[src/rtl/core/fhd_pkg.sv]
// package with shared types and constants of the frame header deframer
`timescale 1ns / 1ps
package fhd_pkg;

  localparam int unsigned HDR_BYTES = 32;
  localparam int unsigned HDR_CNT_W = $clog2(HDR_BYTES);
  localparam int unsigned STORE_DEPTH = HDR_BYTES - 1;
  localparam int unsigned LEN_W = 16;
  localparam logic [LEN_W-1:0] MAX_LEN_RESET = '1;

  typedef enum logic [1:0] {
    KIND_HEADER  = 2'd0,
    KIND_BODY    = 2'd1,
    KIND_LAST    = 2'd2,
    KIND_LEN_ERR = 2'd3
  } kind_e;

  // one registered input item
  typedef struct packed {
    logic       vld;
    logic [7:0] data;
  } stage_t;

  // one result item
  typedef struct packed {
    kind_e             kind;
    logic [7:0]        version;
    logic [15:0]       mission_id;
    logic [31:0]       source_id;
    logic [31:0]       dest_id;
    logic [31:0]       class_id;
    logic [31:0]       sequence_res;
    logic [7:0]        flags;
    logic [31:0]       spare;
    logic [47:0]       date_time;
    logic [LEN_W-1:0]  total_length;
    logic [7:0]        body_byte;
  } res_t;

endpackage

[src/rtl/core/fhd_byte_if.sv]
// byte stream channel of the deframer
`timescale 1ns / 1ps
interface fhd_byte_if;
  logic       valid;
  logic       ready;
  logic [7:0] data_byte;

  modport source (output valid, output data_byte, input ready);
  modport sink (input valid, input data_byte, output ready);
endinterface

[src/rtl/core/fhd_res_if.sv]
// result channel of the deframer
`timescale 1ns / 1ps
interface fhd_res_if;
  logic        valid;
  logic        ready;
  logic [1:0]  kind;
  logic [7:0]  version;
  logic [15:0] mission_id;
  logic [31:0] source_id;
  logic [31:0] dest_id;
  logic [31:0] class_id;
  logic [31:0] sequence_res;
  logic [7:0]  flags;
  logic [31:0] spare;
  logic [47:0] date_time;
  logic [15:0] total_length;
  logic [7:0]  body_byte;

  modport source (
    output valid, input ready, output kind, output version, output mission_id,
    output source_id, output dest_id, output class_id, output sequence_res,
    output flags, output spare, output date_time, output total_length,
    output body_byte
  );
  modport sink (
    input valid, output ready, input kind, input version, input mission_id,
    input source_id, input dest_id, input class_id, input sequence_res,
    input flags, input spare, input date_time, input total_length,
    input body_byte
  );
endinterface

[src/rtl/core/fhd_cfg_if.sv]
// configuration write channel of the deframer
`timescale 1ns / 1ps
interface fhd_cfg_if;
  logic        valid;
  logic        ready;
  logic [15:0] wdata;

  modport source (output valid, output wdata, input ready);
  modport sink (input valid, input wdata, output ready);
endinterface

[src/rtl/core/fhd_in_stage.sv]
// input register stage of the deframer
`timescale 1ns / 1ps
module fhd_in_stage (
  input  logic            clk_i,
  input  logic            rst_ni,
  input  logic            valid_i,
  input  logic [7:0]      data_i,
  input  logic            advance_i,
  output logic            ready_o,
  output fhd_pkg::stage_t stage_o
);
  import fhd_pkg::*;

  logic       vld_q, vld_d;
  logic [7:0] data_q;
  logic       take;

  assign ready_o = !vld_q || advance_i;
  assign take    = valid_i && ready_o;

  always_comb begin
    vld_d = vld_q;
    if (take) begin
      vld_d = 1'b1;
    end else if (advance_i) begin
      vld_d = 1'b0;
    end
  end

  always_ff @(posedge clk_i or negedge rst_ni) begin
    if (!rst_ni) begin
      vld_q <= 1'b0;
    end else begin
      vld_q <= vld_d;
    end
  end

  always_ff @(posedge clk_i) begin
    if (take) begin
      data_q <= data_i;
    end
  end

  assign stage_o.vld  = vld_q;
  assign stage_o.data = data_q;

endmodule

[src/rtl/core/fhd_core.sv]
// framing state, header shift line and header decode
`timescale 1ns / 1ps
module fhd_core (
  input  logic                     clk_i,
  input  logic                     rst_ni,
  input  logic                     cfg_we_i,
  input  logic [fhd_pkg::LEN_W-1:0] cfg_data_i,
  input  fhd_pkg::stage_t          stage_i,
  input  logic                     advance_i,
  output logic                     res_vld_o,
  output fhd_pkg::res_t            res_o
);
  import fhd_pkg::*;

  logic                 phase_q, phase_d;
  logic [HDR_CNT_W-1:0] hdr_cnt_q, hdr_cnt_d;
  logic [LEN_W-1:0]     body_rem_q, body_rem_d;
  logic [LEN_W-1:0]     max_len_q;
  logic [7:0]           hdr_q [STORE_DEPTH];
  logic                 fire;
  logic                 shift_en;
  logic                 last_hdr;
  logic [LEN_W-1:0]     total;
  logic [LEN_W-1:0]     rem;
  logic                 len_bad;
  logic [7:0]           b;

  assign fire     = stage_i.vld && advance_i;
  assign b        = stage_i.data;
  assign last_hdr = (hdr_cnt_q == HDR_CNT_W'(HDR_BYTES - 1));
  assign shift_en = fire && !phase_q && !last_hdr;
  assign total    = {hdr_q[STORE_DEPTH-1], b};
  assign rem      = total - LEN_W'(HDR_BYTES);
  assign len_bad  = (total > max_len_q) || (total < LEN_W'(HDR_BYTES));

  // next state
  always_comb begin
    phase_d    = phase_q;
    hdr_cnt_d  = hdr_cnt_q;
    body_rem_d = body_rem_q;
    if (fire) begin
      if (phase_q) begin
        if (body_rem_q <= LEN_W'(1)) begin
          body_rem_d = '0;
          phase_d    = 1'b0;
        end else begin
          body_rem_d = body_rem_q - LEN_W'(1);
        end
      end else if (!last_hdr) begin
        hdr_cnt_d = hdr_cnt_q + HDR_CNT_W'(1);
      end else begin
        hdr_cnt_d = '0;
        if (len_bad) begin
          body_rem_d = '0;
          phase_d    = 1'b0;
        end else begin
          body_rem_d = rem;
          phase_d    = (rem != '0);
        end
      end
    end
  end

  // result
  always_comb begin
    res_vld_o = fire && (phase_q || last_hdr);
    res_o     = '0;
    if (phase_q) begin
      res_o.kind      = (body_rem_q <= LEN_W'(1)) ? KIND_LAST : KIND_BODY;
      res_o.body_byte = b;
    end else begin
      res_o.kind         = len_bad ? KIND_LEN_ERR : KIND_HEADER;
      res_o.version      = hdr_q[0];
      res_o.mission_id   = {hdr_q[1], hdr_q[2]};
      res_o.source_id    = {hdr_q[3], hdr_q[4], hdr_q[5], hdr_q[6]};
      res_o.dest_id      = {hdr_q[7], hdr_q[8], hdr_q[9], hdr_q[10]};
      res_o.class_id     = {hdr_q[11], hdr_q[12], hdr_q[13], hdr_q[14]};
      res_o.sequence_res = {hdr_q[15], hdr_q[16], hdr_q[17], hdr_q[18]};
      res_o.flags        = hdr_q[19];
      res_o.spare        = {hdr_q[20], hdr_q[21], hdr_q[22], hdr_q[23]};
      res_o.date_time    = {hdr_q[24], hdr_q[25], hdr_q[26], hdr_q[27],
                            hdr_q[28], hdr_q[29]};
      res_o.total_length = total;
    end
  end

  always_ff @(posedge clk_i or negedge rst_ni) begin
    if (!rst_ni) begin
      phase_q    <= 1'b0;
      hdr_cnt_q  <= '0;
      body_rem_q <= '0;
      max_len_q  <= MAX_LEN_RESET;
    end else begin
      phase_q    <= phase_d;
      hdr_cnt_q  <= hdr_cnt_d;
      body_rem_q <= body_rem_d;
      if (cfg_we_i) begin
        max_len_q <= cfg_data_i;
      end
    end
  end

  // header bytes shift toward entry 0, oldest byte ends there
  always_ff @(posedge clk_i) begin
    if (shift_en) begin
      for (int i = 0; i < STORE_DEPTH - 1; i++) begin
        hdr_q[i] <= hdr_q[i+1];
      end
      hdr_q[STORE_DEPTH-1] <= b;
    end
  end

`ifndef SYNTH
  a_cnt_only_hunting: assert property (@(posedge clk_i) disable iff (!rst_ni)
    (hdr_cnt_q != '0) |-> !phase_q)
    else $error("header count running while in body");

  a_body_rem_nonzero: assert property (@(posedge clk_i) disable iff (!rst_ni)
    phase_q |-> (body_rem_q != '0))
    else $error("in body with no bytes left");

  a_last_ends_body: assert property (@(posedge clk_i) disable iff (!rst_ni)
    (fire && phase_q && (body_rem_q == LEN_W'(1))) |=> (!phase_q && hdr_cnt_q == '0))
    else $error("last body byte did not return to hunting");
`endif

endmodule

[src/rtl/core/fhd_out_stage.sv]
// result register stage of the deframer
`timescale 1ns / 1ps
module fhd_out_stage (
  input  logic          clk_i,
  input  logic          rst_ni,
  input  logic          res_vld_i,
  input  fhd_pkg::res_t res_i,
  input  logic          ready_i,
  output logic          advance_o,
  output logic          valid_o,
  output fhd_pkg::res_t res_o
);
  import fhd_pkg::*;

  logic vld_q, vld_d;
  res_t res_q;

  assign advance_o = !vld_q || ready_i;
  assign vld_d     = advance_o ? res_vld_i : vld_q;

  always_ff @(posedge clk_i or negedge rst_ni) begin
    if (!rst_ni) begin
      vld_q <= 1'b0;
    end else begin
      vld_q <= vld_d;
    end
  end

  always_ff @(posedge clk_i) begin
    if (advance_o && res_vld_i) begin
      res_q <= res_i;
    end
  end

  assign valid_o = vld_q;
  assign res_o   = res_q;

endmodule

[src/rtl/core/frame_header_deframer.sv]
// top level of the length-prefixed frame header deframer
// usage:
// - in_i carries the received byte stream, one byte per item
// - the first 32 bytes form a big-endian header; on the 32nd byte one header
//   item (kind 0) comes out with all decoded fields
// - then each body byte comes out as kind 1, the final one as kind 2
// - a total length above max_total_length or below 32 gives one kind 3 item
//   with the decoded fields, and hunting restarts at the next byte
// - a header of exactly 32 bytes gives only the header item
// - cfg_i writes max_total_length, always ready; write it only while idle
// timing:
// - latency is 1 cycle: a byte taken into the input register at one edge is
//   decoded in that cycle and its result is valid on res_o after the next edge
// - throughput is one byte per cycle, every step is one counter and a byte shift
// - when res_o stalls, the input register holds its byte and in_i.ready drops
//   until the result is taken; an empty input register takes one byte first
// reset:
// - rst_ni clears both stages, hunting restarts at header byte 0 and the
//   maximum length returns to 65535
`timescale 1ns / 1ps
module frame_header_deframer (
  input  logic   clk_i,
  input  logic   rst_ni,
  fhd_cfg_if.sink  cfg_i,
  fhd_byte_if.sink in_i,
  fhd_res_if.source res_o
);
  import fhd_pkg::*;

  stage_t stage;
  logic   advance;
  logic   res_vld;
  res_t   res_next;
  res_t   res_out;

  // config register is a plain write, nothing to wait for
  assign cfg_i.ready = 1'b1;

  // input register, refills while the result register drains
  fhd_in_stage u_in (
    .clk_i     (clk_i),
    .rst_ni    (rst_ni),
    .valid_i   (in_i.valid),
    .data_i    (in_i.data_byte),
    .advance_i (advance),
    .ready_o   (in_i.ready),
    .stage_o   (stage)
  );

  // framing state and header decode, one byte per advance
  fhd_core u_core (
    .clk_i      (clk_i),
    .rst_ni     (rst_ni),
    .cfg_we_i   (cfg_i.valid),
    .cfg_data_i (cfg_i.wdata),
    .stage_i    (stage),
    .advance_i  (advance),
    .res_vld_o  (res_vld),
    .res_o      (res_next)
  );

  // result register, holds its item while the receiver stalls
  fhd_out_stage u_out (
    .clk_i     (clk_i),
    .rst_ni    (rst_ni),
    .res_vld_i (res_vld),
    .res_i     (res_next),
    .ready_i   (res_o.ready),
    .advance_o (advance),
    .valid_o   (res_o.valid),
    .res_o     (res_out)
  );

  // unpack onto the result channel
  assign res_o.kind         = res_out.kind;
  assign res_o.version      = res_out.version;
  assign res_o.mission_id   = res_out.mission_id;
  assign res_o.source_id    = res_out.source_id;
  assign res_o.dest_id      = res_out.dest_id;
  assign res_o.class_id     = res_out.class_id;
  assign res_o.sequence_res = res_out.sequence_res;
  assign res_o.flags        = res_out.flags;
  assign res_o.spare        = res_out.spare;
  assign res_o.date_time    = res_out.date_time;
  assign res_o.total_length = res_out.total_length;
  assign res_o.body_byte    = res_out.body_byte;

endmodule
[src/flat_wrapper.sv]
// flat-port wrapper written by rule: the top's interface ports become plain ports
module frame_header_deframer_flat import fhd_pkg::*;
  (clk_i, rst_ni, cfg_i_valid, cfg_i_wdata, cfg_i_ready, in_i_valid, in_i_data_byte, in_i_ready, res_o_valid, res_o_ready, res_o_kind, res_o_version, res_o_mission_id, res_o_source_id, res_o_dest_id, res_o_class_id, res_o_sequence_res, res_o_flags, res_o_spare, res_o_date_time, res_o_total_length, res_o_body_byte);
  fhd_cfg_if cfg_i_i ();
  fhd_byte_if in_i_i ();
  fhd_res_if res_o_i ();
  input  logic clk_i;
  input  logic rst_ni;
  input wire logic [$bits(cfg_i_i.valid)-1:0] cfg_i_valid;
  input wire logic [$bits(cfg_i_i.wdata)-1:0] cfg_i_wdata;
  output wire logic [$bits(cfg_i_i.ready)-1:0] cfg_i_ready;
  input wire logic [$bits(in_i_i.valid)-1:0] in_i_valid;
  input wire logic [$bits(in_i_i.data_byte)-1:0] in_i_data_byte;
  output wire logic [$bits(in_i_i.ready)-1:0] in_i_ready;
  output wire logic [$bits(res_o_i.valid)-1:0] res_o_valid;
  input wire logic [$bits(res_o_i.ready)-1:0] res_o_ready;
  output wire logic [$bits(res_o_i.kind)-1:0] res_o_kind;
  output wire logic [$bits(res_o_i.version)-1:0] res_o_version;
  output wire logic [$bits(res_o_i.mission_id)-1:0] res_o_mission_id;
  output wire logic [$bits(res_o_i.source_id)-1:0] res_o_source_id;
  output wire logic [$bits(res_o_i.dest_id)-1:0] res_o_dest_id;
  output wire logic [$bits(res_o_i.class_id)-1:0] res_o_class_id;
  output wire logic [$bits(res_o_i.sequence_res)-1:0] res_o_sequence_res;
  output wire logic [$bits(res_o_i.flags)-1:0] res_o_flags;
  output wire logic [$bits(res_o_i.spare)-1:0] res_o_spare;
  output wire logic [$bits(res_o_i.date_time)-1:0] res_o_date_time;
  output wire logic [$bits(res_o_i.total_length)-1:0] res_o_total_length;
  output wire logic [$bits(res_o_i.body_byte)-1:0] res_o_body_byte;
  assign cfg_i_i.valid = cfg_i_valid;
  assign cfg_i_i.wdata = cfg_i_wdata;
  assign cfg_i_ready = cfg_i_i.ready;
  assign in_i_i.valid = in_i_valid;
  assign in_i_i.data_byte = in_i_data_byte;
  assign in_i_ready = in_i_i.ready;
  assign res_o_valid = res_o_i.valid;
  assign res_o_i.ready = res_o_ready;
  assign res_o_kind = res_o_i.kind;
  assign res_o_version = res_o_i.version;
  assign res_o_mission_id = res_o_i.mission_id;
  assign res_o_source_id = res_o_i.source_id;
  assign res_o_dest_id = res_o_i.dest_id;
  assign res_o_class_id = res_o_i.class_id;
  assign res_o_sequence_res = res_o_i.sequence_res;
  assign res_o_flags = res_o_i.flags;
  assign res_o_spare = res_o_i.spare;
  assign res_o_date_time = res_o_i.date_time;
  assign res_o_total_length = res_o_i.total_length;
  assign res_o_body_byte = res_o_i.body_byte;
  frame_header_deframer u_core (.clk_i(clk_i), .rst_ni(rst_ni), .cfg_i(cfg_i_i), .in_i(in_i_i), .res_o(res_o_i));
endmodule
[config.mk]
export PLATFORM = sky130hd
export DESIGN_NAME = frame_header_deframer_flat
export DESIGN_NICKNAME = d
export VERILOG_FILES = /design/src/rtl/core/fhd_pkg.sv /design/src/rtl/core/fhd_byte_if.sv /design/src/rtl/core/fhd_res_if.sv /design/src/rtl/core/fhd_cfg_if.sv /design/src/rtl/core/fhd_in_stage.sv /design/src/rtl/core/fhd_core.sv /design/src/rtl/core/fhd_out_stage.sv /design/src/rtl/core/frame_header_deframer.sv /design/src/flat_wrapper.sv
export SDC_FILE = /design/constraint.sdc
export NUM_CORES = 1
export LEC_CHECK = 0
export CAP_MARGIN = 0
export CORE_ASPECT_RATIO = 0.7
export CORE_UTILIZATION = 45
export CTS_BUF_LIST = sky130_fd_sc_hd__clkbuf_4
export CTS_CLUSTER_SIZE = 30
export DETAILED_ROUTE_END_ITERATION = 10
export DONT_BUFFER_PORTS = 1
export GPL_TIMING_DRIVEN = 1
export SLEW_MARGIN = 20
export SYNTH_ARGS = -nofsm -noshare
export SYNTH_HDL_FRONTEND = slang
export SYNTH_HIERARCHICAL = 1
export SYNTH_SLANG_ARGS = --single-unit
[constraint.sdc]
create_clock -name clk_i -period 22.8 [get_ports clk_i]
set_clock_uncertainty 0.2 [all_clocks]
set_input_delay 2.28 -clock clk_i [delete_from_list [all_inputs] [get_ports clk_i]]
set_output_delay 2.28 -clock clk_i [all_outputs]
set_load 0.05 [all_outputs]
== Word-level counts from Yosys, hierarchy flattened ==
Memory sizes are Yosys's and may differ from the RTL's. A register that Yosys moved wholly into a read port is not among the register bits.
Cells that the tools add are included.

* Memories kept: 1
* Bits in latches: 0
* Logic and storage cells: 62
* Memory bits (read-only): 0
* Bits of input ports: 29
* Output and inout bits: 269
* Bits in writable memories: 248
* Register bits: 306

{| class="wikitable"
|+ Memories
! memory !! depth !! width !! rd ports !! clocked after Yosys merged registers in !! write ports !! RTL line !! RTL
|-
| u_core.u_core.hdr_q || 31 || 8 || 31 || 1 || 31 || fhd_core.sv:19 || <nowiki>logic [7:0] hdr_q [STORE_DEPTH];</nowiki>
|}

* Div/mod/pow operators: 0
* Reduce and logical (&&, ||, !) cells: 19
* Eq/ne operators: 1
* Shift-type cells: 0
* Muxes and demuxes: 16
* Multipliers: 0
* $add $sub $neg: 3
* Order comparisons: 3
* Bitwise operators: 1

{| class="wikitable"
|+ Operator list
! cell !! number
|-
| $mux 16 || 4
|-
| $gt 16x16->1 || 1
|-
| $le 16x1->1 const B || 1
|-
| $lt 16x6->1 const B || 1
|-
| $reduce_bool 16->1 || 1
|-
| $sub 16x1->16 const B || 1
|-
| $sub 16x6->16 const B || 1
|-
| $mux 1 || 8
|-
| $logic_and 1x1->1 || 6
|-
| $mux 2 || 3
|-
| $add 5x1->5 const B || 1
|-
| $eq 5x5->1 const B || 1
|-
| $mux 5 || 1
|-
| $logic_not 1->1 || 4
|-
| $logic_or 1x1->1 || 4
|-
| $reduce_and 2->1 || 2
|-
| $reduce_bool 2->1 || 2
|-
| $not 1->1 || 1
|}

== Longest topological paths before layout ==
* Word-level depth: 7
* Depth in mapped cells: 11
* Gate-level depth less buffers: 10

== By module ==
Netlist, hierarchy kept.

{| class="wikitable"
|+ By module, submodules not included
! module !! cells an instance !! area an instance (um^2) !! sequential area each (um^2) !! instances
|-
| fhd_core || 836 || 11857.6 || 8418.1 || 1
|-
| fhd_out_stage || 270 || 8041.5 || 8012.7 || 1
|-
| fhd_in_stage || 13 || 301.5 || 265.3 || 1
|-
| frame_header_deframer || 2 || 11.3 || 0.0 || 1
|}

== Least setup slack after synthesis ==
OpenSTA, ideal clock, no wires.

* Path type: input-to-reg
* From: input port res_o_ready
* To: register u_core.u_core.hdr_cnt_q[0]
* Arrival time: 14.437 ns
* Data required time: 22.458 ns
* Stages: 6
* Slack: 8.021 ns
* Library setup time: 0.142 ns
* Cells stage by stage: nand2b_4 -> nand2_1 -> or2_2 -> clkbuf_1 -> nor2_1 -> mux2_2

* Word-level cells in the longest chain between the ends: 3

{| class="wikitable"
|+ Ends and longest elaborated chain
! element !! RTL line !! RTL
|-
| start: declaration || flat_wrapper.sv:16 || <nowiki>input wire logic [$bits(res_o_i.ready)-1:0] res_o_ready;</nowiki>
|-
| $logic_or 1x1->1 || fhd_out_stage.sv:18 || <nowiki>assign advance_o = !vld_q || ready_i;</nowiki>
|-
| $logic_and 1x1->1 || fhd_core.sv:28 || <nowiki>assign fire = stage_i.vld && advance_i;</nowiki>
|-
| $reduce_and 2->1 (no line) || -- ||
|-
| end signal: assignment || fhd_core.sv:95 || <nowiki>hdr_cnt_q <= hdr_cnt_d;</nowiki>
|-
| end: declaration || fhd_core.sv:16 || <nowiki>logic [HDR_CNT_W-1:0] hdr_cnt_q, hdr_cnt_d;</nowiki>
|}

Every way passes these cells.
A chain may end at the register's enable or synchronous reset.

==> impl_metrics.csv <==
group,metric,value,unit
outcome,status,"finished, final reports clean",
power_and_ir_drop,p_per_area,149.9,mW/mm2
setup_path,rr_startpoint,"u_core/u_core/phase_q",
sta,fin_tns_setup,0,ns
place,numPortBuffers,0,
min_path,hold_class,"flip-flop to flip-flop",
sta,tightestPinTransition,1.078,ns
global_route,grt_pass1_vias,9503,
global_route,grt_antenna_before_repair,3,
route,drt-vias-per-instance,4.953,
power_and_ir_drop,p_int,2.063,mW
floorplan,die_h,179.3,um
finish,nets,1274,
finish,syn2layout_area_growth,11.82,%
global_route,use_met2,0.2336,
sta,setup_violations,0,
global_route,met3_usage,0.08100,
global_route,met1_usage,0.2331,
setup_path,crit_family,"buffers and inverters",
global_route,grt_max_degree,103,
route,drc_errors,0,
place,gp_congestion,0.7977,
setup_path,cp.depth,6,
cts,root_buffer,"clkbuf_4",
sta,fmax,0.1897,GHz
route,ant_nets,0,
synth,syn_inst,1121,
cts,hold_buffers,0,
route,num_vias,9524,
power_and_ir_drop,ir_drop,0.06354,mV
synth,async_flop_share,0.07117,
finish,seq_area,0.01670,mm2
synth,synthMostInstantiatedCell,"edfxtp_1",
floorplan,rows,64,
cts,cts_tree,"yes",
sta,rsz0062_at_grt,"no",
synth,yosysTopAreaCellShare,0.7755,
cts,clock_path_buffers,3,
place,dpl.hpwl,23.51,mm
synth,synthDistinctLibCells,67,
route,wire_per_inst,20.25,um
power_and_ir_drop,pwr-share-comb,0.105,
synth,synth-seq-cells,562,
floorplan,io_pins,298,
setup_path,crit_chain,"nand2b_4, nand2_1, or2_2, nor2_4, buf_4, buf_4",
setup_path,cp_num_buf_inv,2,
synth,synth_area_leaders,"edfxtp_1 (78%), nor2b_1 (7.8%), dfrtp_1 (3.0%)",
synth,ys_seq_area_frac,0.8260,
finish,final_cell_area,0.02260,mm2
setup_path,worstReg2RegEnd,"u_core/u_core/hdr_q[6][7]",
floorplan,fp.dieW,255.3,um
power_and_ir_drop,cellLeakagePower,7.682,nW
global_route,grt_pass1_wl,57.57,mm
setup_path,arrival,5.52,ns
finish,nFillCells,3611,
route,drt_wl_total,38.94,mm
global_route,grt_overflow,0,
setup_path,cp_common_cell,"buf_4",
sta,hold_violations,0,
synth,synthTopCellsByCount,"edfxtp_1 (522), nor2b_1 (252), clkbuf_1 (34)",
cts,postCtsSetupBuffers,0,
synth,synth-main-ff-cell,"edfxtp_1",
synth,syn_area_per_cell,18.03,um2
power_and_ir_drop,p_switching,1.326,mW
global_route,grt_usage,0.1697,
cts,cts_resized,0,
sta,slew_viol_final,0,
finish,drive_above_1_share,0.2073,
setup_path,cpMaxStageDelayCell,"buf_4",
setup_path,critPathCapture,"u_core/u_core/hdr_q[6][7]",
sta,relSlewSlack,0.2813,
global_route,busiest_layer,"met2",
route,firstDrtPassIters,5,
setup_path,cp_max_fo,74,
setup_path,worstSetupStartpoint,"res_o_ready",
setup_path,critical-path-max-stage-delay,0.89,ns
place,dpl_cell_area,0.02081,mm2
synth,syn_nets,1171,
setup_path,r2r_slack,18.21,ns
synth,yosys.area.top_type,"edfxtp_1",
cts,clk_latency,0.87,ns
floorplan,start_util,0.4598,
run,cap_violations,0,
sta,fin_crit_sh,0.2312,
cts,h-tree-depth,4,
cts,clock_sinks,562,
setup_path,worst_ep_required_time,23.05,ns
power_and_ir_drop,switching_share,0.3913,
synth,synth_enable_flop_cells,522,
setup_path,cp-end-kind,"flip-flop",
finish,multi_input_area,0.003212,mm2
cts,cts_made_buffers,135,
floorplan,dieArea,0.04578,mm2
sta,post-route-min-period,5.272,ns
cts,clkTransAtPathRegs,0.07,ns
setup_path,critPathKind,"input pin to flip-flop",
setup_path,ff2ff_path_depth,4,
floorplan,core_region_area,0.04396,mm2
synth,synth_area,0.02021,mm2
power_and_ir_drop,seq_power_share,0.652,
setup_path,cp-start-kind,"input pin",
power_and_ir_drop,power_frac_clock,0.243,
synth,yosys_warnings,6,
route,drtIter0Drc,844,
## cell type report
cell class | instances | area share
clock inverters | 32 | 0.009688
clock buffers | 203 | 0.06743
repair buffers | 9 | 0.003875
flip-flops and latches | 562 | 0.7389
multi-input cells | 490 | 0.1421
diodes | 7 | 0.0007751
well taps | 594 | 0.03288
inverters | 26 | 0.004318
## cell usage in the layout (no fill, tap or decap), types with 3 or more instances in the layout
cell type   Yosys  routed
nor2b_1       252     252
a21oi_1        17      17
bufinv_16       0       3
inv_2           1       6
clkbuf_4        0     203
o211ai_1        3       3
xnor2_1         7       7
ha_1           21      21
and3_1          3       3
clkinvlp_4      0       4
edfxtp_1      522     522
and2_1          9       9
clkinv_1        0      19
nor4_1          8       8
nand4_1         4       4
xor2_1          3       3
buf_4           2       8
diode_2         0       7
inv_1          25      25
mux2_2          3       3
or2_2           3       3
dfstp_2        16      16
nand2b_1        4       4
o21ai_0        27      27
dfrtp_1        24      23
o21ai_1        11      11
nand3_1         5       5
a22oi_1         3       3
nor2_1         23      22
nor3_1         11      11
nand2_1        30      30
## cells by family (layout without fill, tap and decap cells)
kind of cell    count (synthesis)  in the layout  share of synthesized area
flops                         562            562                     0.8260
buf+inv                        69            270                    0.01541
mux                             3              3                   0.001671
other cells                     1              8                  0.0001855
xor+xnor                       10             10                   0.004334
compound gates                 85             85                    0.02860
simple gates                  370            370                     0.1107
fa+ha+maj                      21             21                    0.01300
## registers in the layout, indices dropped and copies added (netlist names)
register                  cells
u_core/u_in/data_q            8
u_core/u_out/valid_o          1
u_core/u_core/phase_q         1
u_core/u_out/res_o          266
u_core/u_in/vld_q             1
u_core/u_core/body_rem_q     16
u_core/u_core/hdr_cnt_q       5
u_core/u_core/hdr_q         248
u_core/u_core/max_len_q      16
## worst min-delay path by stage
stage | startpoint | to | slack [ns] | cells after the start
6_report | u_core/u_core/hdr_q[10][7] | u_core/u_core/hdr_q[9][7] | 0.22 | 0
5_1_grt | u_core/u_core/hdr_q[19][4] | u_core/u_core/hdr_q[18][4] | 0.22 | 0
4_1_cts | u_core/u_core/hdr_q[29][6] | u_core/u_core/hdr_q[28][6] | 0.21 | 0
3_5_place_dp | u_core/u_core/hdr_q[21][1] | u_core/u_core/hdr_q[20][1] | 0.22 | 0
3_3_place_gp | u_core/u_core/hdr_q[6][6] | u_core/u_core/hdr_q[5][6] | 0.22 | 0
2_1_floorplan | u_core/u_core/hdr_q[1][0] | u_core/u_core/hdr_q[0][0] | 0.22 | 0
## layer usage
layer	share of wire	routed length, um
met2	0.44	17220
met5	0	0
met4	0.015	569
met1	0.45	17580
met3	0.092	3567
## per-stage QoR
step | total power, mW | hold slack (ns) | std cells | worst slack (ns) | util
after floorplan | 2.461 | 0.2180 | 1121 | 8.021 | -
after global placement | 2.578 | 0.2217 | 1680 | 16.73 | 0.4734
after detailed placement | 2.588 | 0.2241 | 1680 | 16.65 | 0.4734
after CTS | 3.429 | 0.2050 | 1915 | 17.61 | 0.5131
after global routing | 3.549 | 0.2193 | 1922 | 17.42 | 0.5140
final | 3.389 | 0.2189 | 1923 | 17.53 | 0.5141
## power groups by stage
stage                     Sequential [mW]  Combinational, mW  Clock, mW
after global routing                 2.24              0.399      0.909
after floorplan                      2.17              0.293          0
after global placement               2.23              0.346          0
final                                2.21              0.355      0.825
after detailed placement             2.23              0.356          0
after CTS                            2.22              0.355      0.856
Note: power is estimated with default switching activity, not from simulation.
